### src/hdl/xed_pkg.sv
`timescale 1ns / 1ps
// Shared types, character codes and helper functions for the XML entity decoder.
package xed_pkg;

    typedef logic [7:0] octet_t;
    typedef octet_t [3:0] seq4_t;

    localparam octet_t CH_AMP  = 8'h26;  // '&'
    localparam octet_t CH_SEMI = 8'h3B;  // ';'
    localparam octet_t CH_HASH = 8'h23;  // '#'
    localparam octet_t CH_X    = 8'h78;  // 'x'
    localparam octet_t CH_LT   = 8'h3C;  // '<'
    localparam octet_t CH_GT   = 8'h3E;  // '>'
    localparam octet_t CH_APOS = 8'h27;  // '''
    localparam octet_t CH_QUOT = 8'h22;  // '"'
    localparam octet_t CH_LA   = 8'h61;  // 'a'
    localparam octet_t CH_LF   = 8'h66;  // 'f'
    localparam octet_t CH_G    = 8'h67;
    localparam octet_t CH_L    = 8'h6C;
    localparam octet_t CH_M    = 8'h6D;
    localparam octet_t CH_O    = 8'h6F;
    localparam octet_t CH_P    = 8'h70;
    localparam octet_t CH_Q    = 8'h71;
    localparam octet_t CH_S    = 8'h73;
    localparam octet_t CH_T    = 8'h74;
    localparam octet_t CH_U    = 8'h75;
    localparam octet_t CH_UA   = 8'h41;  // 'A'
    localparam octet_t CH_UF   = 8'h46;  // 'F'
    localparam octet_t CH_D0   = 8'h30;  // '0'
    localparam octet_t CH_D9   = 8'h39;  // '9'

    localparam int         CP_W     = 21;
    localparam int         ACC_W    = 25;
    localparam logic [20:0] CODE_MAX = 21'h10FFFF;

    // controller -> datapath
    typedef struct packed {
        logic capture;
        logic eval;
        logic finish;
        logic load_amp;
        logic load_name;
        logic load_tail;
    } xed_cmd_t;

    // datapath -> controller
    typedef struct packed {
        logic flush;
        logic fin;
        logic name_empty;
        logic name_last;
        logic tail_empty;
        logic tail_last;
        logic can_load;
    } xed_stat_t;

    function automatic logic is_dec(input octet_t c);
        return (c >= CH_D0) && (c <= CH_D9);
    endfunction

    function automatic logic is_hex(input octet_t c);
        return is_dec(c) || ((c >= CH_LA) && (c <= CH_LF)) || ((c >= CH_UA) && (c <= CH_UF));
    endfunction

    // 'a'..'f' and 'A'..'F' both have 1..6 in the low nibble
    function automatic logic [3:0] hex_digit(input octet_t c);
        return is_dec(c) ? c[3:0] : 4'(c[3:0] + 4'd9);
    endfunction

endpackage

### src/hdl/xed_if.sv
`timescale 1ns / 1ps
// Valid/ready stream interfaces for text beats in and decoded beats out.
interface xed_text_if;
    logic         valid;
    logic         ready;
    logic [7:0]   text_byte;
    logic         end_of_text;

    modport source (output valid, output text_byte, output end_of_text, input ready);
    modport sink   (input valid, input text_byte, input end_of_text, output ready);
endinterface

interface xed_result_if;
    logic         valid;
    logic         ready;
    logic [7:0]   out_byte;
    logic         last_of_run;
    logic         text_done;

    modport source (output valid, output out_byte, output last_of_run, output text_done,
                    input ready);
    modport sink   (input valid, input out_byte, input last_of_run, input text_done,
                    output ready);
endinterface

### src/hdl/xed_ram.sv
`timescale 1ns / 1ps
// Generic single-write, single-read RAM with registered read data.
module xed_ram #(
    parameter int WIDTH = 8,
    parameter int DEPTH = 16
) (
    input  logic                     clk,
    input  logic                     we,
    input  logic [$clog2(DEPTH)-1:0] waddr,
    input  logic [WIDTH-1:0]         wdata,
    input  logic                     re,
    input  logic [$clog2(DEPTH)-1:0] raddr,
    output logic [WIDTH-1:0]         rdata
);
    logic [WIDTH-1:0] mem_reg [DEPTH];
    logic [WIDTH-1:0] rdata_reg;

    always_ff @(posedge clk)
    begin
        if (we)
        begin
            mem_reg[waddr] <= wdata;
        end
        if (re)
        begin
            rdata_reg <= mem_reg[raddr];
        end
    end

    assign rdata = rdata_reg;
endmodule

### src/hdl/xed_ctrl.sv
`timescale 1ns / 1ps
// Sequencer for the entity decoder: accept, evaluate, then emit the run beat by beat.
module xed_ctrl (
    input  logic              clk,
    input  logic              rst_n,
    input  logic              in_valid,
    output logic              ready,
    input  xed_pkg::xed_stat_t stat,
    output xed_pkg::xed_cmd_t  cmd
);
    import xed_pkg::*;

    typedef enum logic [2:0] {
        ST_IDLE,
        ST_EVAL,
        ST_FINISH,
        ST_DISPATCH,
        ST_AMP,
        ST_NAME,
        ST_TAIL
    } state_t;

    state_t state_reg, state_next;
    logic   ready_reg, ready_next;

    always_comb
    begin
        state_next = state_reg;
        cmd        = '0;
        case (state_reg)
            ST_IDLE:
            begin
                if (in_valid && ready_reg)
                begin
                    cmd.capture = 1'b1;
                    state_next  = ST_EVAL;
                end
            end
            ST_EVAL:
            begin
                cmd.eval   = 1'b1;
                state_next = ST_DISPATCH;
            end
            ST_FINISH:
            begin
                cmd.finish = 1'b1;
                state_next = ST_DISPATCH;
            end
            ST_DISPATCH:
            begin
                if (stat.flush)
                begin
                    state_next = ST_AMP;
                end
                else if (!stat.tail_empty)
                begin
                    state_next = ST_TAIL;
                end
                else if (stat.fin)
                begin
                    state_next = ST_FINISH;
                end
                else
                begin
                    state_next = ST_IDLE;
                end
            end
            ST_AMP:
            begin
                if (stat.can_load)
                begin
                    cmd.load_amp = 1'b1;
                    if (!stat.name_empty)
                    begin
                        state_next = ST_NAME;
                    end
                    else if (!stat.tail_empty)
                    begin
                        state_next = ST_TAIL;
                    end
                    else
                    begin
                        state_next = ST_IDLE;
                    end
                end
            end
            ST_NAME:
            begin
                if (stat.can_load)
                begin
                    cmd.load_name = 1'b1;
                    if (stat.name_last)
                    begin
                        state_next = stat.tail_empty ? ST_IDLE : ST_TAIL;
                    end
                end
            end
            ST_TAIL:
            begin
                if (stat.can_load)
                begin
                    cmd.load_tail = 1'b1;
                    if (stat.tail_last)
                    begin
                        state_next = ST_IDLE;
                    end
                end
            end
            default:
            begin
                state_next = ST_IDLE;
            end
        endcase
        ready_next = (state_next == ST_IDLE);
    end

    always_ff @(posedge clk or negedge rst_n)
    begin
        if (!rst_n)
        begin
            state_reg <= ST_IDLE;
            ready_reg <= 1'b1;
        end
        else
        begin
            state_reg <= state_next;
            ready_reg <= ready_next;
        end
    end

    assign ready = ready_reg;
endmodule

### src/hdl/xed_datapath.sv
`timescale 1ns / 1ps
// Entity state, name store, decode and UTF-8 encode, and the output beat register.
module xed_datapath #(
    parameter int NAME_CAPACITY = 16
) (
    input  logic               clk,
    input  logic               rst_n,
    input  xed_pkg::octet_t    text_byte,
    input  logic               end_of_text,
    input  xed_pkg::xed_cmd_t  cmd,
    output xed_pkg::xed_stat_t stat,
    output logic               out_valid,
    output xed_pkg::octet_t    out_byte,
    output logic               last_of_run,
    output logic               text_done,
    input  logic               out_ready
);
    import xed_pkg::*;

    localparam int             CW  = $clog2(NAME_CAPACITY + 1);
    localparam int             AW  = $clog2(NAME_CAPACITY);
    localparam logic [CW-1:0]  CAP = CW'(NAME_CAPACITY);

    // captured input beat
    octet_t        byte_reg, byte_next;
    logic          eot_reg, eot_next;

    // open entity
    logic          in_entity_reg, in_entity_next;
    logic [CW-1:0] count_reg, count_next;
    seq4_t         head_reg, head_next;      // copy of the first four name bytes
    logic          all_dec_reg, all_dec_next;
    logic          all_hex_reg, all_hex_next;
    logic          too_big_reg, too_big_next;
    logic [20:0]   dec_reg, dec_next;
    logic [20:0]   hex_reg, hex_next;

    // plan of the current run
    logic          flush_reg, flush_next;
    logic [CW-1:0] flush_len_reg, flush_len_next;
    seq4_t         tail_reg, tail_next;
    logic [2:0]    tail_len_reg, tail_len_next;
    logic          fin_reg, fin_next;
    logic [CW-1:0] idx_reg, idx_next;
    logic [1:0]    tidx_reg, tidx_next;

    // output beat
    logic          out_valid_reg, out_valid_next;
    octet_t        out_byte_reg, out_byte_next;
    logic          last_reg, last_next;
    logic          done_reg, done_next;

    // name RAM
    logic          ram_we, ram_re;
    logic [AW-1:0] ram_raddr;
    octet_t        ram_rdata;

    logic          can_load, name_last, tail_last;
    logic [CW-1:0] idx_inc;

    // decode
    logic          kw_hit, dec_ok, hex_ok, code_ok;
    octet_t        kw_char;
    logic [20:0]   code_pt;
    seq4_t         enc;
    logic [2:0]    enc_len;

    // append
    logic          hexpath;
    logic [ACC_W-1:0] dec_wide, hex_wide;
    logic          do_open, do_close, do_append;

    assign can_load  = !out_valid_reg || out_ready;
    assign name_last = (idx_reg == CW'(flush_len_reg - 1'b1));
    assign tail_last = ({1'b0, tidx_reg} == 3'(tail_len_reg - 3'd1));
    assign idx_inc   = CW'(idx_reg + 1'b1);

    always_comb
    begin
        kw_hit  = 1'b1;
        kw_char = CH_LT;
        if (count_reg == CW'(2) && head_reg[0] == CH_L && head_reg[1] == CH_T)
        begin
            kw_char = CH_LT;
        end
        else if (count_reg == CW'(2) && head_reg[0] == CH_G && head_reg[1] == CH_T)
        begin
            kw_char = CH_GT;
        end
        else if (count_reg == CW'(3) && head_reg[0] == CH_LA && head_reg[1] == CH_M
                 && head_reg[2] == CH_P)
        begin
            kw_char = CH_AMP;
        end
        else if (count_reg == CW'(4) && head_reg[0] == CH_LA && head_reg[1] == CH_P
                 && head_reg[2] == CH_O && head_reg[3] == CH_S)
        begin
            kw_char = CH_APOS;
        end
        else if (count_reg == CW'(4) && head_reg[0] == CH_Q && head_reg[1] == CH_U
                 && head_reg[2] == CH_O && head_reg[3] == CH_T)
        begin
            kw_char = CH_QUOT;
        end
        else
        begin
            kw_hit = 1'b0;
        end

        dec_ok = (count_reg >= CW'(2)) && head_reg[0] == CH_HASH && is_dec(head_reg[1])
                 && all_dec_reg && !too_big_reg;
        hex_ok = (count_reg >= CW'(3)) && head_reg[0] == CH_HASH && head_reg[1] == CH_X
                 && all_hex_reg && !too_big_reg;
        code_ok = kw_hit || dec_ok || hex_ok;
        code_pt = kw_hit ? {13'b0, kw_char} : (dec_ok ? dec_reg : hex_reg);
    end

    // UTF-8 encode
    always_comb
    begin
        enc = '0;
        if (code_pt < 21'h80)
        begin
            enc[0]  = code_pt[7:0];
            enc_len = 3'd1;
        end
        else if (code_pt < 21'h800)
        begin
            enc[0]  = {3'b110, code_pt[10:6]};
            enc[1]  = {2'b10, code_pt[5:0]};
            enc_len = 3'd2;
        end
        else if (code_pt < 21'h10000)
        begin
            enc[0]  = {4'b1110, code_pt[15:12]};
            enc[1]  = {2'b10, code_pt[11:6]};
            enc[2]  = {2'b10, code_pt[5:0]};
            enc_len = 3'd3;
        end
        else
        begin
            enc[0]  = {5'b11110, code_pt[20:18]};
            enc[1]  = {2'b10, code_pt[17:12]};
            enc[2]  = {2'b10, code_pt[11:6]};
            enc[3]  = {2'b10, code_pt[5:0]};
            enc_len = 3'd4;
        end
    end

    assign hexpath  = (count_reg == CW'(1)) ? (byte_reg == CH_X) : (head_reg[1] == CH_X);
    assign dec_wide = ACC_W'({dec_reg, 3'b000}) + ACC_W'({dec_reg, 1'b0})
                      + ACC_W'(byte_reg[3:0]);
    assign hex_wide = ACC_W'({hex_reg, 4'b0000}) + ACC_W'(hex_digit(byte_reg));

    always_comb
    begin
        byte_next      = byte_reg;
        eot_next       = eot_reg;
        in_entity_next = in_entity_reg;
        count_next     = count_reg;
        head_next      = head_reg;
        all_dec_next   = all_dec_reg;
        all_hex_next   = all_hex_reg;
        too_big_next   = too_big_reg;
        dec_next       = dec_reg;
        hex_next       = hex_reg;
        flush_next     = flush_reg;
        flush_len_next = flush_len_reg;
        tail_next      = tail_reg;
        tail_len_next  = tail_len_reg;
        fin_next       = fin_reg;
        idx_next       = idx_reg;
        tidx_next      = tidx_reg;
        out_valid_next = out_valid_reg;
        out_byte_next  = out_byte_reg;
        last_next      = last_reg;
        done_next      = done_reg;
        ram_we         = 1'b0;
        ram_re         = 1'b0;
        ram_raddr      = '0;
        do_open        = 1'b0;
        do_close       = 1'b0;
        do_append      = 1'b0;

        if (cmd.capture)
        begin
            byte_next = text_byte;
            eot_next  = end_of_text;
        end

        if (cmd.eval)
        begin
            flush_next     = 1'b0;
            flush_len_next = count_reg;
            tail_next[0]   = byte_reg;
            tail_len_next  = 3'd0;
            fin_next       = 1'b0;
            tidx_next      = '0;
            if (!in_entity_reg)
            begin
                if (byte_reg == CH_AMP && !eot_reg)
                begin
                    do_open = 1'b1;
                end
                else
                begin
                    tail_len_next = 3'd1;
                end
            end
            else if (byte_reg == CH_SEMI)
            begin
                if (code_ok)
                begin
                    tail_next     = enc;
                    tail_len_next = enc_len;
                end
                else
                begin
                    flush_next    = 1'b1;       // '&', name, ';'
                    tail_len_next = 3'd1;
                end
                do_close = 1'b1;
            end
            else if (byte_reg == CH_AMP)
            begin
                flush_next = 1'b1;
                if (eot_reg)
                begin
                    tail_len_next = 3'd1;
                    do_close      = 1'b1;
                end
                else
                begin
                    do_open = 1'b1;
                end
            end
            else if (count_reg >= CAP)
            begin
                // name overflow: literal flush, then the byte itself
                flush_next    = 1'b1;
                tail_len_next = 3'd1;
                do_close      = 1'b1;
            end
            else
            begin
                do_append = 1'b1;
                fin_next  = eot_reg;
            end
            if (eot_reg && !do_append)
            begin
                do_close = 1'b1;
            end
        end

        if (cmd.finish)
        begin
            // entity cut by end of text, decoded as if ';' had followed
            fin_next       = 1'b0;
            flush_len_next = count_reg;
            tidx_next      = '0;
            if (code_ok)
            begin
                flush_next    = 1'b0;
                tail_next     = enc;
                tail_len_next = enc_len;
            end
            else
            begin
                flush_next    = 1'b1;
                tail_len_next = 3'd0;
            end
            do_close = 1'b1;
        end

        if (do_append)
        begin
            ram_we     = 1'b1;
            count_next = CW'(count_reg + 1'b1);
            if (count_reg < CW'(4))
            begin
                head_next[count_reg[1:0]] = byte_reg;
            end
            if (count_reg >= CW'(1))
            begin
                all_dec_next = all_dec_reg && is_dec(byte_reg);
            end
            if (count_reg >= CW'(2))
            begin
                all_hex_next = all_hex_reg && is_hex(byte_reg);
            end
            if (count_reg != '0 && !too_big_reg)
            begin
                if (!hexpath && is_dec(byte_reg))
                begin
                    if (dec_wide > ACC_W'(CODE_MAX))
                    begin
                        too_big_next = 1'b1;
                    end
                    else
                    begin
                        dec_next = dec_wide[20:0];
                    end
                end
                if (hexpath && count_reg >= CW'(2) && is_hex(byte_reg))
                begin
                    if (hex_wide > ACC_W'(CODE_MAX))
                    begin
                        too_big_next = 1'b1;
                    end
                    else
                    begin
                        hex_next = hex_wide[20:0];
                    end
                end
            end
        end

        if (do_open || do_close)
        begin
            in_entity_next = do_open;
            count_next     = '0;
            all_dec_next   = 1'b1;
            all_hex_next   = 1'b1;
            too_big_next   = 1'b0;
            dec_next       = '0;
            hex_next       = '0;
        end

        if (out_valid_reg && out_ready)
        begin
            out_valid_next = 1'b0;
        end

        if (cmd.load_amp)
        begin
            out_valid_next = 1'b1;
            out_byte_next  = CH_AMP;
            last_next      = (flush_len_reg == '0) && (tail_len_reg == 3'd0);
            idx_next       = '0;
            ram_re         = 1'b1;
            ram_raddr      = '0;
        end
        else if (cmd.load_name)
        begin
            out_valid_next = 1'b1;
            out_byte_next  = ram_rdata;
            last_next      = name_last && (tail_len_reg == 3'd0);
            idx_next       = idx_inc;
            ram_re         = 1'b1;
            ram_raddr      = idx_inc[AW-1:0];
        end
        else if (cmd.load_tail)
        begin
            out_valid_next = 1'b1;
            out_byte_next  = tail_reg[tidx_reg];
            last_next      = tail_last;
            tidx_next      = 2'(tidx_reg + 1'b1);
        end
        done_next = (cmd.load_amp || cmd.load_name || cmd.load_tail)
                    ? (last_next && eot_reg) : done_reg;
    end

    always_ff @(posedge clk or negedge rst_n)
    begin
        if (!rst_n)
        begin
            in_entity_reg <= 1'b0;
            count_reg     <= '0;
            all_dec_reg   <= 1'b1;
            all_hex_reg   <= 1'b1;
            too_big_reg   <= 1'b0;
            dec_reg       <= '0;
            hex_reg       <= '0;
            flush_reg     <= 1'b0;
            flush_len_reg <= '0;
            tail_len_reg  <= '0;
            fin_reg       <= 1'b0;
            idx_reg       <= '0;
            tidx_reg      <= '0;
            out_valid_reg <= 1'b0;
            last_reg      <= 1'b0;
            done_reg      <= 1'b0;
        end
        else
        begin
            in_entity_reg <= in_entity_next;
            count_reg     <= count_next;
            all_dec_reg   <= all_dec_next;
            all_hex_reg   <= all_hex_next;
            too_big_reg   <= too_big_next;
            dec_reg       <= dec_next;
            hex_reg       <= hex_next;
            flush_reg     <= flush_next;
            flush_len_reg <= flush_len_next;
            tail_len_reg  <= tail_len_next;
            fin_reg       <= fin_next;
            idx_reg       <= idx_next;
            tidx_reg      <= tidx_next;
            out_valid_reg <= out_valid_next;
            last_reg      <= last_next;
            done_reg      <= done_next;
        end
    end

    always_ff @(posedge clk)
    begin
        byte_reg     <= byte_next;
        eot_reg      <= eot_next;
        head_reg     <= head_next;
        tail_reg     <= tail_next;
        out_byte_reg <= out_byte_next;
    end

    xed_ram #(
        .WIDTH (8),
        .DEPTH (NAME_CAPACITY)
    ) u_name_ram (
        .clk   (clk),
        .we    (ram_we),
        .waddr (count_reg[AW-1:0]),
        .wdata (byte_reg),
        .re    (ram_re),
        .raddr (ram_raddr),
        .rdata (ram_rdata)
    );

    assign stat.flush      = flush_reg;
    assign stat.fin        = fin_reg;
    assign stat.name_empty = (flush_len_reg == '0);
    assign stat.name_last  = name_last;
    assign stat.tail_empty = (tail_len_reg == 3'd0);
    assign stat.tail_last  = tail_last;
    assign stat.can_load   = can_load;

    assign out_valid   = out_valid_reg;
    assign out_byte    = out_byte_reg;
    assign last_of_run = last_reg;
    assign text_done   = done_reg;

`ifndef ASSERT_OFF
    a_count_range: assert property (@(posedge clk) disable iff (!rst_n)
        count_reg <= CAP)
        else $error("name count beyond capacity");

    a_closed_empty: assert property (@(posedge clk) disable iff (!rst_n)
        !in_entity_reg |-> count_reg == '0)
        else $error("name bytes held outside an entity");

    a_load_gated: assert property (@(posedge clk) disable iff (!rst_n)
        (cmd.load_amp || cmd.load_name || cmd.load_tail) |-> can_load)
        else $error("output beat overwritten while stalled");

    a_done_last: assert property (@(posedge clk) disable iff (!rst_n)
        (out_valid_reg && done_reg) |-> last_reg)
        else $error("text_done without last_of_run");

    a_tail_len: assert property (@(posedge clk) disable iff (!rst_n)
        tail_len_reg <= 3'd4)
        else $error("tail length out of range");
`endif
endmodule

### src/hdl/xml_entity_decoder.sv
`timescale 1ns / 1ps
// Top level of the streaming XML character entity decoder.
//
// Text beats arrive on the text channel, decoded beats leave on the decoded
// channel. Plain bytes pass through; '&' opens an entity whose name, of at
// most NAME_CAPACITY bytes, is held up to ';', another '&' or end of text.
// lt, gt, amp, apos, quot and numeric references ("#" decimal, "#x" hex in
// either case, at most 0x10FFFF) turn into one to four UTF-8 beats; anything
// else is replayed literally as '&', the name and the ';' when one closed it.
// One text beat is handled at a time: it is accepted, evaluated and dispatched,
// then each decoded beat it produces is loaded, with a second pass (finish,
// dispatch) when the final byte of the text joins an open name, and any stall
// on the decoded side holds it. The rate is set by the single output beat
// register, which every decoded beat passes through, and by the name RAM,
// whose one read port replays a failed name one byte per cycle unless the
// decoded side stalls. last_of_run marks the final beat caused by one text
// beat and text_done the final beat of the text. Text beats that cause no
// output (name bytes) produce nothing on the decoded side.
module xml_entity_decoder #(
    parameter int NAME_CAPACITY = 16
) (
    input  logic          clk,
    input  logic          rst_n,
    xed_text_if.sink      text,
    xed_result_if.source  decoded
);
    import xed_pkg::*;

    xed_cmd_t  cmd;    // sequencer commands
    xed_stat_t stat;   // datapath status back to the sequencer

    // sequencer: owns ready and steps through accept/evaluate/emit
    xed_ctrl u_ctrl (
        .clk      (clk),
        .rst_n    (rst_n),
        .in_valid (text.valid),
        .ready    (text.ready),
        .stat     (stat),
        .cmd      (cmd)
    );

    // datapath: entity state, name RAM, decode and the output beat register
    xed_datapath #(
        .NAME_CAPACITY (NAME_CAPACITY)
    ) u_datapath (
        .clk         (clk),
        .rst_n       (rst_n),
        .text_byte   (text.text_byte),
        .end_of_text (text.end_of_text),
        .cmd         (cmd),
        .stat        (stat),
        .out_valid   (decoded.valid),
        .out_byte    (decoded.out_byte),
        .last_of_run (decoded.last_of_run),
        .text_done   (decoded.text_done),
        .out_ready   (decoded.ready)
    );
endmodule
### src/flat_wrapper.sv
// flat-port wrapper written by rule: the top's interface ports become plain ports
module xml_entity_decoder_flat import xed_pkg::*;
#(
    parameter int NAME_CAPACITY = 16
)
  (clk, rst_n, text_valid, text_text_byte, text_end_of_text, text_ready, decoded_valid, decoded_out_byte, decoded_last_of_run, decoded_text_done, decoded_ready);
  xed_text_if text_i ();
  xed_result_if decoded_i ();
  input  logic clk;
  input  logic rst_n;
  input wire logic [$bits(text_i.valid)-1:0] text_valid;
  input wire logic [$bits(text_i.text_byte)-1:0] text_text_byte;
  input wire logic [$bits(text_i.end_of_text)-1:0] text_end_of_text;
  output wire logic [$bits(text_i.ready)-1:0] text_ready;
  output wire logic [$bits(decoded_i.valid)-1:0] decoded_valid;
  output wire logic [$bits(decoded_i.out_byte)-1:0] decoded_out_byte;
  output wire logic [$bits(decoded_i.last_of_run)-1:0] decoded_last_of_run;
  output wire logic [$bits(decoded_i.text_done)-1:0] decoded_text_done;
  input wire logic [$bits(decoded_i.ready)-1:0] decoded_ready;
  assign text_i.valid = text_valid;
  assign text_i.text_byte = text_text_byte;
  assign text_i.end_of_text = text_end_of_text;
  assign text_ready = text_i.ready;
  assign decoded_valid = decoded_i.valid;
  assign decoded_out_byte = decoded_i.out_byte;
  assign decoded_last_of_run = decoded_i.last_of_run;
  assign decoded_text_done = decoded_i.text_done;
  assign decoded_i.ready = decoded_ready;
  xml_entity_decoder #(.NAME_CAPACITY(NAME_CAPACITY)) u_core (.clk(clk), .rst_n(rst_n), .text(text_i), .decoded(decoded_i));
endmodule
### config.mk
export PLATFORM = sky130hd
export DESIGN_NAME = xml_entity_decoder_flat
export DESIGN_NICKNAME = d
export VERILOG_FILES = /design/src/hdl/xed_pkg.sv /design/src/hdl/xed_if.sv /design/src/hdl/xed_ram.sv /design/src/hdl/xed_ctrl.sv /design/src/hdl/xed_datapath.sv /design/src/hdl/xml_entity_decoder.sv /design/src/flat_wrapper.sv
export SDC_FILE = /design/constraint.sdc
export NUM_CORES = 1
export LEC_CHECK = 0
export ABC_AREA = 1
export BUFFER_PORTS_ARGS = -buffer_cell sky130_fd_sc_hd__buf_2
export CAP_MARGIN = 20
export CORE_MARGIN = 5
export CORE_UTILIZATION = 63
export DETAILED_ROUTE_END_ITERATION = 12
export GPL_ROUTABILITY_DRIVEN = 0
export HOLD_SLACK_MARGIN = 0.1
export PLACE_DENSITY = 0.9
export SYNTH_ARGS = -nofsm -noshare
export SYNTH_HDL_FRONTEND = slang
export SYNTH_SLANG_ARGS = --single-unit
### constraint.sdc
create_clock -name clk -period 4.6 [get_ports clk]
set_clock_uncertainty 0.2 [all_clocks]
set_input_delay 0.92 -clock clk [delete_from_list [all_inputs] [get_ports clk]]
set_output_delay 0.92 -clock clk [all_outputs]
set_load 0.005 [all_outputs]
* Yosys cells after proc, flatten, opt, wreduce, memory -nomap -nowiden
Memories as Yosys holds them, arrays and structs flattened. A register that Yosys moved wholly into a read port is not among the register bits.
Cells that the tools add are included.
** Operators by class
- Add/sub/neg operators :: 9
- $mul :: 0
- Divide/modulo/power cells :: 0
- Order comparisons :: 21
- Equal/unequal tests :: 31
- Shifts and indexed selects :: 0
- Muxes and demuxes :: 148
- Bitwise logic cells :: 0
- Reduce and logical (&&, ||, !) cells :: 76
** Operators with widths (count)
- 21-bit 2-to-1 mux :: 12
- 32-bit 2-to-1 mux :: 6
- 8-bit by 7-bit == test with 1-bit output, second input constant :: 14
- 1-bit 2-to-1 mux :: 74
- 24-bit 2-to-1 mux :: 3
- 3-bit 2-to-1 mux :: 20
- 5-bit 2-to-1 mux :: 11
- 25-bit by 4-bit adder with 25-bit output :: 2
- 25-bit by 21-bit greater-than comparator with 1-bit output, second input constant :: 2
- 8-bit 2-to-1 mux :: 6
- 1-bit logical AND :: 41
- 32-bit bitwise mux :: 1
- 16-bit 2-to-1 mux :: 2
- 24-bit by 22-bit adder with 25-bit output :: 1
- 8-bit by 6-bit == test with 1-bit output, second input constant :: 3
- 22-bit 2-to-1 mux :: 1
- 21-bit by 12-bit < comparator with 1-bit output, second input constant :: 1
- 21-bit by 17-bit < comparator with 1-bit output, second input constant :: 1
- 21-bit by 8-bit < comparator with 1-bit output, second input constant :: 1
- 3-bit one-hot mux with 6 select lines :: 1
- 2-bit nonzero test :: 9
- 8-bit binary-select mux with 2-bit select :: 1
- 8-bit demux with 2-bit select :: 1
- 8-bit by 6-bit greater-or-equal comparator with 1-bit output, second input constant :: 2
- other kinds (34) :: 69
** Storage, ports and cells
- Bits in registers :: 156
- Bits in latches :: 0
- RAM bits :: 128
- Memory bits (read-only) :: 0
- Memories :: 1
** Memories
- u_core.u_datapath.u_name_ram.mem_reg :: words 16, bits a word 8, rd ports 1, clocked after memory_dff 1, wr ports 1, RTL line xed_ram.sv:15 : logic [WIDTH-1:0] mem_reg [DEPTH];

* Longest topological paths before layout
Gate-level depths: netlist of the first run.
- Depth in word-level cells :: 23
- Mapped depth :: 20
- Mapped depth without buffers :: 19

* By module
A second synthesis of the first run with hierarchy kept.
** Second synthesis, totals
- Cells, all modules :: 1987
- Area total of the unflattened synthesis :: 16186.8 um^2
** Modules (own cells, without submodules)
- xed_datapath :: instances 1, cells an instance 1371, area an instance 9928.3 um^2, seq. area each 3811.2 um^2
- xed_ram :: instances 1, cells an instance 551, area an instance 5846.9 um^2, seq. area each 4083.9 um^2
- xed_ctrl :: instances 1, cells an instance 65, area an instance 411.6 um^2, seq. area each 101.3 um^2

* Worst setup path before layout of the first run
OpenSTA, ideal clock, no wires.
- Path kind :: reg2reg
- Start point :: register u_core.u_datapath.byte_reg[3]
- End point :: register u_core.u_datapath.dec_reg[10]
- Library setup time :: 65 ps
- Data arrival time :: 3155 ps
- Path slack :: 1180 ps
- Cell stages (with the launch flop) :: 19
- Buffers on the path :: 1
- Clock period less this slack :: 3420 ps
- Path through :: edfxtp_1 -> inv_1 -> fa_1 -> inv_1 -> ha_1 -> nand3_1 -> nand2_1 -> a21boi_0 -> o21ai_0 -> nand2_1 -> nand3b_1 -> nand2_1 -> nand3_1 -> nand2_1 -> nand3_1 -> inv_1 -> buf_2 -> nand2_1 -> nand2_1
** Between the ends
- Word-level cells in the longest chain between the ends :: 13
- Elaborated cells between the ends (all ways) :: 41
- Those cells by class :: 1 x add/sub; 3 x order compare; 4 x eq/ne; 22 x mux; 11 x reduce/logical
** RTL lines
- start, declared :: RTL line xed_datapath.sv:25 : octet_t byte_reg, byte_next;
- start signal, assigned :: RTL line xed_datapath.sv:407 : byte_reg <= byte_next;
- branches (longest 13 deep; another with 25-bit by 4-bit adder with 25-bit output)
- end signal, assigned :: RTL line xed_datapath.sv:391 : dec_reg <= dec_next;
- end, declared :: RTL line xed_datapath.sv:35 : logic [20:0] dec_reg, dec_next;
Parallel ways; which one is timed is not known. The select of a mux whose other input is x is not followed.
A chain may end at the register's enable or synchronous reset.

* Final worst setup path of the first run
- Start point :: register u_core.u_datapath.dec_reg[0]
- End point :: register u_core.u_datapath.dec_reg[8]
** Between the ends
- Word-level cells in the longest chain between the ends :: 7
- Elaborated cells between the ends (all ways) :: 10
- Those cells by class :: 2 x add/sub; 1 x order compare; 1 x eq/ne; 5 x mux; 1 x reduce/logical
** RTL lines
- 24-bit by 22-bit adder with 25-bit output * :: RTL line xed_datapath.sv:151 : assign dec_wide = ACC_W'({dec_reg, 3'b000}) + ACC_W'({dec_reg, 1'b0})
- 25-bit by 4-bit adder with 25-bit output * :: RTL line xed_datapath.sv:152 : + ACC_W'(byte_reg[3:0]);
- branches (longest 5 deep; another with 25-bit by 21-bit greater-than comparator with 1-bit output)
Every way passes the cells marked *. The select of a mux whose other input is x is not followed.

==> results of run 1 <==
-- kinds of logic (layout without fill, tap and decap cells) --
group / after synthesis / count (layout) / synth area share, %
flops: 292 / 292 / 53.2
simple gates: 839 / 839 / 23.6
compound gates: 270 / 270 / 10.7
mux: 1 / 1 / 0.0749
xor+xnor: 32 / 32 / 1.87
fa+ha+maj: 57 / 57 / 4.85
buf+inv: 218 / 264 / 5.60
-- metal layers --
layer | up-vias | GRT usage (%) | share of wire [%]
li1 | 5860 | - | -
met1 | 6083 | 40.9 | 39
met2 | 879 | 48.1 | 47
met3 | 111 | 5.14 | 11
met4 | 0 | 8.70 | 3.2
met5 | - | 0 | 0
-- report_power, final --
part           total [W]  switching [W]  leakage (nW)  internal [W]
clock network    0.00243        0.00101         0.485       0.00142
logic            0.00120       0.000838          3.87      0.000358
registers        0.00307       0.000124          2.94       0.00295
-- through the flow --
stage	std cells	total power [W]	util [%]	setup slack (ns)	hold slack, ns
2_1_floorplan	1709	0.00388	-	1.18	0.208
3_3_place_gp	2019	0.00422	66.0	0.963	0.219
3_5_place_dp	2019	0.00426	66.0	0.773	0.236
4_1_cts	2073	0.00666	70.2	0.754	0.253
5_1_grt	2074	0.00695	70.2	0.308	0.270
6_report	2074	0.00670	70.2	0.692	0.251
-- path summary, 6_finish.rpt --
path	to	slack [ns]	from
setup / recovery	u_core.u_datapath.dec_reg[8]$_DFFE_PN0P_	0.69	u_core.u_datapath.dec_reg[0]$_DFFE_PN0P_
hold / removal	u_core.u_datapath.tail_reg[12]$_DFF_P_	0.25	u_core.u_datapath.tail_reg[12]$_DFF_P_
setup reg to reg	u_core.u_datapath.dec_reg[8]$_DFFE_PN0P_	0.69	u_core.u_datapath.dec_reg[0]$_DFFE_PN0P_
hold reg to reg	u_core.u_datapath.tail_reg[12]$_DFF_P_	0.25	u_core.u_datapath.tail_reg[12]$_DFF_P_
max in group asynchronous	u_core.u_datapath.dec_reg[15]$_DFFE_PN0P_	3.23	rst_n
min in group asynchronous	u_core.u_datapath.flush_len_reg[3]$_DFFE_PN0P_	0.30	rst_n
-- final cells by class --
cell class | count | share of cell area, %
Clock inverter | 17 | 1.14
Tap cell | 319 | 2.42
Sequential cell | 292 | 48.5
Timing Repair Buffer | 43 | 1.67
Multi-Input combinational cell | 1199 | 37.6
Inverter | 167 | 3.80
Clock buffer | 37 | 4.89
-- worst register-to-register path, delay by kind of cell, from the launching register on --
kind | cells | cell delay (ns)
fa+ha+maj | 2 | 0.98
simple gates | 11 | 1.17
compound gates | 1 | 0.30
flops | 1 | 0.41
buf+inv | 3 | 0.79
-- placed cells by master (no fill, tap or decap), types with 18 or more instances in the layout --
master and count:
edfxtp_1 177, nand4_1 21, o22ai_1 29, o21ai_0 107
buf_2 24, dfxtp_1 40, nand2_1 368, xor2_1 21
a21oi_1 54, nor2_1 254, inv_1 158, nor3_1 44
dfrtp_1 72, ha_1 55, nand3_1 118, buf_4 18
clkbuf_16 29
==> results.cfg, run 1 <==
[floorplan]
core_area_mm2 = 0.0235
die_w_um = 164
fp.dieH_um = 164
num_rows = 56
initial_core_util_pct = 64.0
io_pins = 25
die_area_mm2 = 0.0270

[power_and_ir_drop]
leakage_nw = 7.30
ir_drop_v = 0.000351
power_density_mw_per_mm2 = 406

[final_layout]
areaGrowthSynthToFinish_pct = 9.70
largest_reg_flops = 128
fillers = 1620
insertedDiodeCount = 0
multiInputGateArea_mm2 = 0.00619
drive_gt1_share_pct = 7.75
nNetsFinal = 1802
seqCellArea_mm2 = 0.00800
fin_area_mm2 = 0.0165

[clock_tree]
numCtsBuffers = 29
clk_pin_slew_ns = 0.06
root_buffer = clkbuf_16
clk_latency_ns = 0.55
cts_setup_buffers = 0
cts_sinks = 292
clk_path_buf_depth = 3
holdBufCountCts = 0
ctsResizeCount = 0
h-tree-depth = 1
cts_tree = yes

[detailed_routing]
vias = 12900
drc_errors = 0
post_drt_wl_per_cell_um = 19.1
vias_per_cell = 6.24
drt-initial-drc-count = 1842
dr.pass1.iters = 8
drtAntennaViolNets = 0
drt-total-wl_um = 39700

[worst_setup_path]
cp.required_ns = 4.89
critical-path-max-stage-delay_ns = 0.51
cp.arrival_ns = 4.20
worst-path-buf-inv = 3
cp_common_cell = nand2_1
cp_max_fo = 22
cp-end-kind = register
worstSetupPathType = register to register
path_delay_family = simple AND/OR/NAND/NOR gates
cp_slowest_cell = fa_1
crit_chain = inv_1, fa_1, fa_1, o21ai_1, nand2_1, nand2_1, nand3_1, nand2_1, nand2_1, nand3_1, nand4_1, nor2_1, nand3_1, buf_4, inv_1, nand2_1, nand2_1
start_kind = register
path_depth = 17
r2r_cells = 17

[synthesis]
synth_most_common_cell = nand2_1
async_flop_share_pct = 25.7
synth-edff-count = 177
synth_warnings = 0
synth.top_cell.area_share_pct = 35.4
synth_cell_types = 50
ys_top_cells_by_area = edfxtp_1, dfrtp_1, nand2_1, nor2_1, dfxtp_1
synth_area_mm2 = 0.0150
seq_area_frac_synth_pct = 53.2
synth_top_area_cell = edfxtp_1
syn_nets = 1779
yosys_most_used_dff = edfxtp_1
synth_common_cells = nand2_1, nor2_1, edfxtp_1
syn_inst = 1709
postSynthAreaPerCell_um2 = 8.79
synth_seq_cells = 292

[placed_design]
hpwl_um = 27000
dpl_cell_area_mm2 = 0.0155
io_buffers = 24

[timing]
slew_headroom_pct = 28.1
period_needed_ns = 3.91
rsz0062_at_grt = false
period_share_pct = 85.0
hold_violations = 0
finalSetupTns_ns = 0
tightest_slew_ns = 1.08
slew_violations = 0
fmax_ghz = 0.256
finalSetupViolCount = 0

[grt]
grt_pass1_vias = 12200
antenna_found_initial = 0
gr-usage-all-layers_pct = 29.4
grt_overflow = 0
grt_first_pass_wirelength_um = 63400
grt_max_degree = 76

[flow_run]
maxCapViolCount = 0

[worst_hold_path]
hold_depth = 2
hold_path_class = register to register

[run_status]
status = finished, final reports clean
Note: power is estimated with default switching activity, not from simulation.
==> run 2, diff against run 1 <==
--- a/config.mk
+++ b/config.mk
@@ -5,15 +5,15 @@
 export SDC_FILE = /design/constraint.sdc
 export NUM_CORES = 1
 export LEC_CHECK = 0
-export ABC_AREA = 1
+export ABC_AREA = 0
 export BUFFER_PORTS_ARGS = -buffer_cell sky130_fd_sc_hd__buf_2
 export CAP_MARGIN = 20
 export CORE_MARGIN = 5
-export CORE_UTILIZATION = 63
+export CORE_UTILIZATION = 57
 export DETAILED_ROUTE_END_ITERATION = 12
 export GPL_ROUTABILITY_DRIVEN = 0
 export HOLD_SLACK_MARGIN = 0.1
-export PLACE_DENSITY = 0.9
+export PLACE_DENSITY = 0.86
 export SYNTH_ARGS = -nofsm -noshare
 export SYNTH_HDL_FRONTEND = slang
 export SYNTH_SLANG_ARGS = --single-unit
==> constraint.sdc (replaced) <==
create_clock -name clk -period 3.5 [get_ports clk]
set_clock_uncertainty 0.2 [all_clocks]
set_input_delay 0.7 -clock clk [delete_from_list [all_inputs] [get_ports clk]]
set_output_delay 0.7 -clock clk [all_outputs]
set_load 0.005 [all_outputs]
==> run 2 against run 1 <==
  * The flow now finishes with violations (negative setup slack)
  * Clock power grew 19%
  * Combinational power rose by 40%
  * Worst hold slack got worse by 0.11 ns
  * Synthesized area decreased by 2.2%
  * Critical path depth fell by 3
  * Register-to-register slack got worse by 1.2 ns
  * Sequential share of layout area is 1.4 points lower
  * Non-clock buffer count grew 101
  * Flip-flop and latch count stayed put
  * Wire length down 0.29%
  * First-iteration DRC count shrank 6.1%
==> results.cfg, run 2 <==
[timing]
slew_violations = 0
period_share_pct = 113
hold_violations = 0
finalSetupViolCount = 21
fmax_ghz = 0.252
period_needed_ns = 3.96
worst_slack_ns = -0.461
tightest_slew_ns = 0.935
slew_headroom_pct = 37.5
rsz0062_at_grt = true

[synthesis]
synth_common_cells = nand2_1, edfxtp_1, nor2_1
ys_top_cells_by_area = edfxtp_1, dfrtp_1, dfxtp_1, nand2_1, ha_1
syn_inst = 1358
synth_seq_cells = 292
synth_top_area_cell = edfxtp_1
yosys_most_used_dff = edfxtp_1
synth_most_common_cell = nand2_1
synth-edff-count = 177
async_flop_share_pct = 25.7
synth_area_mm2 = 0.0147
syn_nets = 1428
seq_area_frac_synth_pct = 54.4
synth.top_cell.area_share_pct = 36.2
synth_cell_types = 85
synth_warnings = 0
postSynthAreaPerCell_um2 = 10.8

[clock_tree]
clk_latency_ns = 0.55
h-tree-depth = 1
clk_pin_slew_ns = 0.07
root_buffer = clkbuf_16
clk_path_buf_depth = 3
cts_sinks = 292
cts_tree = yes
numCtsBuffers = 26

[final_layout]
final_cells = 1811
insertedDiodeCount = 0
fin_area_mm2 = 0.0170
final_util_pct = 67.2
final_cell_mix = nand2_1, edfxtp_1, buf_4
drive_gt1_share_pct = 16.6
nNetsFinal = 1532
largest_reg_flops = 128
areaGrowthSynthToFinish_pct = 15.5
fillers = 1618
final_common_cell = nand2_1

[detailed_routing]
drt-total-wl_um = 39600
drtAntennaViolNets = 0
vias = 11900
drt-initial-drc-count = 1730
drc_errors = 0
post_drt_wl_per_cell_um = 21.9
vias_per_cell = 6.59
dr.pass1.iters = 8

[worst_setup_path]
path_delay_family = compound AO/OA/AOI/OAI gates
critical-path-max-stage-delay_ns = 0.61
start_kind = register
cp-end-kind = register
cp.required_ns = 3.74
crit_chain = inv_2, fa_2, inv_2, ha_4, a211oi_4, o211a_1, o41a_1, a21boi_2, a31o_1, a31o_1, nand4b_1, or3b_4, buf_16, mux2i_1
worst-path-buf-inv = 3
worstSetupPathType = register to register
cp.arrival_ns = 4.20
cp_slowest_cell = fa_2
cp_max_fo = 10

[grt]
gr-usage-all-layers_pct = 26.5
antenna_found_initial = 1
grt_pass1_vias = 11600
grt_first_pass_wirelength_um = 61900
grt_overflow = 0
grt_max_degree = 76

[power_and_ir_drop]
power.switching_w = 0.00249
p_int_w = 0.00606
switching_share_pct = 29.1
leakage_nw = 6.83
pwr-share-clk_pct = 34.0
power_density_mw_per_mm2 = 504
combPwrFrac_pct = 19.6
seq_power_share_pct = 46.4
ir_drop_v = 0.000569

[floorplan]
die_area_mm2 = 0.0291
io_pins = 25
core_area_mm2 = 0.0253
num_rows = 58
fp.dieH_um = 171
initial_core_util_pct = 58.2
die_w_um = 171

[placed_design]
dpl_cell_area_mm2 = 0.0158
dp_slack_ns = -0.539
hpwl_um = 25500
io_buffers = 24
dp_cells = 1748

[flow_run]
maxCapViolCount = 0

[run_status]
status = complete, but fails checks
violations = negative setup slack

[worst_hold_path]
hold_path_class = input port to register
[run 2: cell count changes in the layout (fill, tap and decap cells not counted), sizes merged, moves of 35 or more]
cell    before  now
nand3      122   48
a211oi       2   37
nand2      375  212
nor2       267   77
buf         43  142
o21ai      120   74
mux2i        0   41
inv        167   30
[run 2: worst paths after layout]
kind | from | end | slack [ns] | cells after the start
worst min-delay path | text_end_of_text | u_core.u_datapath.eot_reg$_DFFE_PP_ | 0.15 | 1
max in group asynchronous | rst_n | u_core.u_datapath.all_dec_reg$_DFFE_PN1P_ | 2.13 | 3
worst max-delay path | u_core.u_datapath.byte_reg[3]$_DFFE_PP_ | u_core.u_datapath.dec_reg[3]$_DFFE_PN0P_ | -0.46 | 14
worst max register to register | u_core.u_datapath.byte_reg[3]$_DFFE_PP_ | u_core.u_datapath.dec_reg[3]$_DFFE_PN0P_ | -0.46 | 14
min in group asynchronous | rst_n | u_core.u_datapath.last_of_run$_DFF_PN0_ | 0.35 | 2
worst min register to register | u_core.u_datapath.tail_reg[31]$_DFF_P_ | u_core.u_datapath.tail_reg[31]$_DFF_P_ | 0.25 | 2
[run 2: kinds of logic after synthesis]
family | synth area share, %
and+or+nand+nor | 16.4
AOI/OAI and AO/OA | 14.3
DFF | 54.4
buffers and inverters | 2.84
muxes | 5.02
adders and majority gates | 4.96
xor gates and xnor gates | 2.03
[run 2: metal layers]
metal / routed length, um / vias up / GRT usage, %
met5: 20 / - / 0
li1: - / 5233 / -
met2: 19000 / 778 / 43.9
met3: 3590 / 158 / 4.48
met1: 15300 / 5768 / 35.5
met4: 1660 / 2 / 10.0
[run 2: final cells by class]
class | count | area (um^2) | area share (%)
sequential | 292 | 8000 | 47.2
tap | 330 | 413 | 2.43
clock inverter | 10 | 87.6 | 0.516
timing repair buffer | 144 | 1150 | 6.78
inverter | 29 | 109 | 0.642
clock buffer | 37 | 786 | 4.63
multi-input combinational | 969 | 6420 | 37.8
[run 2: through the flow]
stage	setup TNS, ns	hold WS [ns]	total power (W)
3_3_place_gp	-5.84	0.220	0.00555
5_1_grt	-10.48	0.137	0.00885
2_1_floorplan	-9.63	0.204	0.00509
6_report	-7.79	0.145	0.00855
4_1_cts	-6.20	0.133	0.00850
3_5_place_dp	-10.67	0.235	0.00562
[run 2: power groups by stage]
stage	Clock [W]	Combinational, W	Sequential (W)
CTS	0.00291	0.00163	0.00396
finish	0.00290	0.00168	0.00397
detailed placement	0	0.00159	0.00403
floorplan	0	0.00110	0.00399
global route	0.00306	0.00181	0.00398
global placement	0	0.00153	0.00402
[run 2: timing repair]
item | 4_1_cts | 5_1_grt
hold buffers | 0 | 1
setup endpoints to repair | 23 | 41
gates cloned | 1 | 1
endpoints found under the hold margin | 0 | 12
buffers inserted | 7 | 6
pin swaps | 6 | 8
resized for setup | 10 | 14
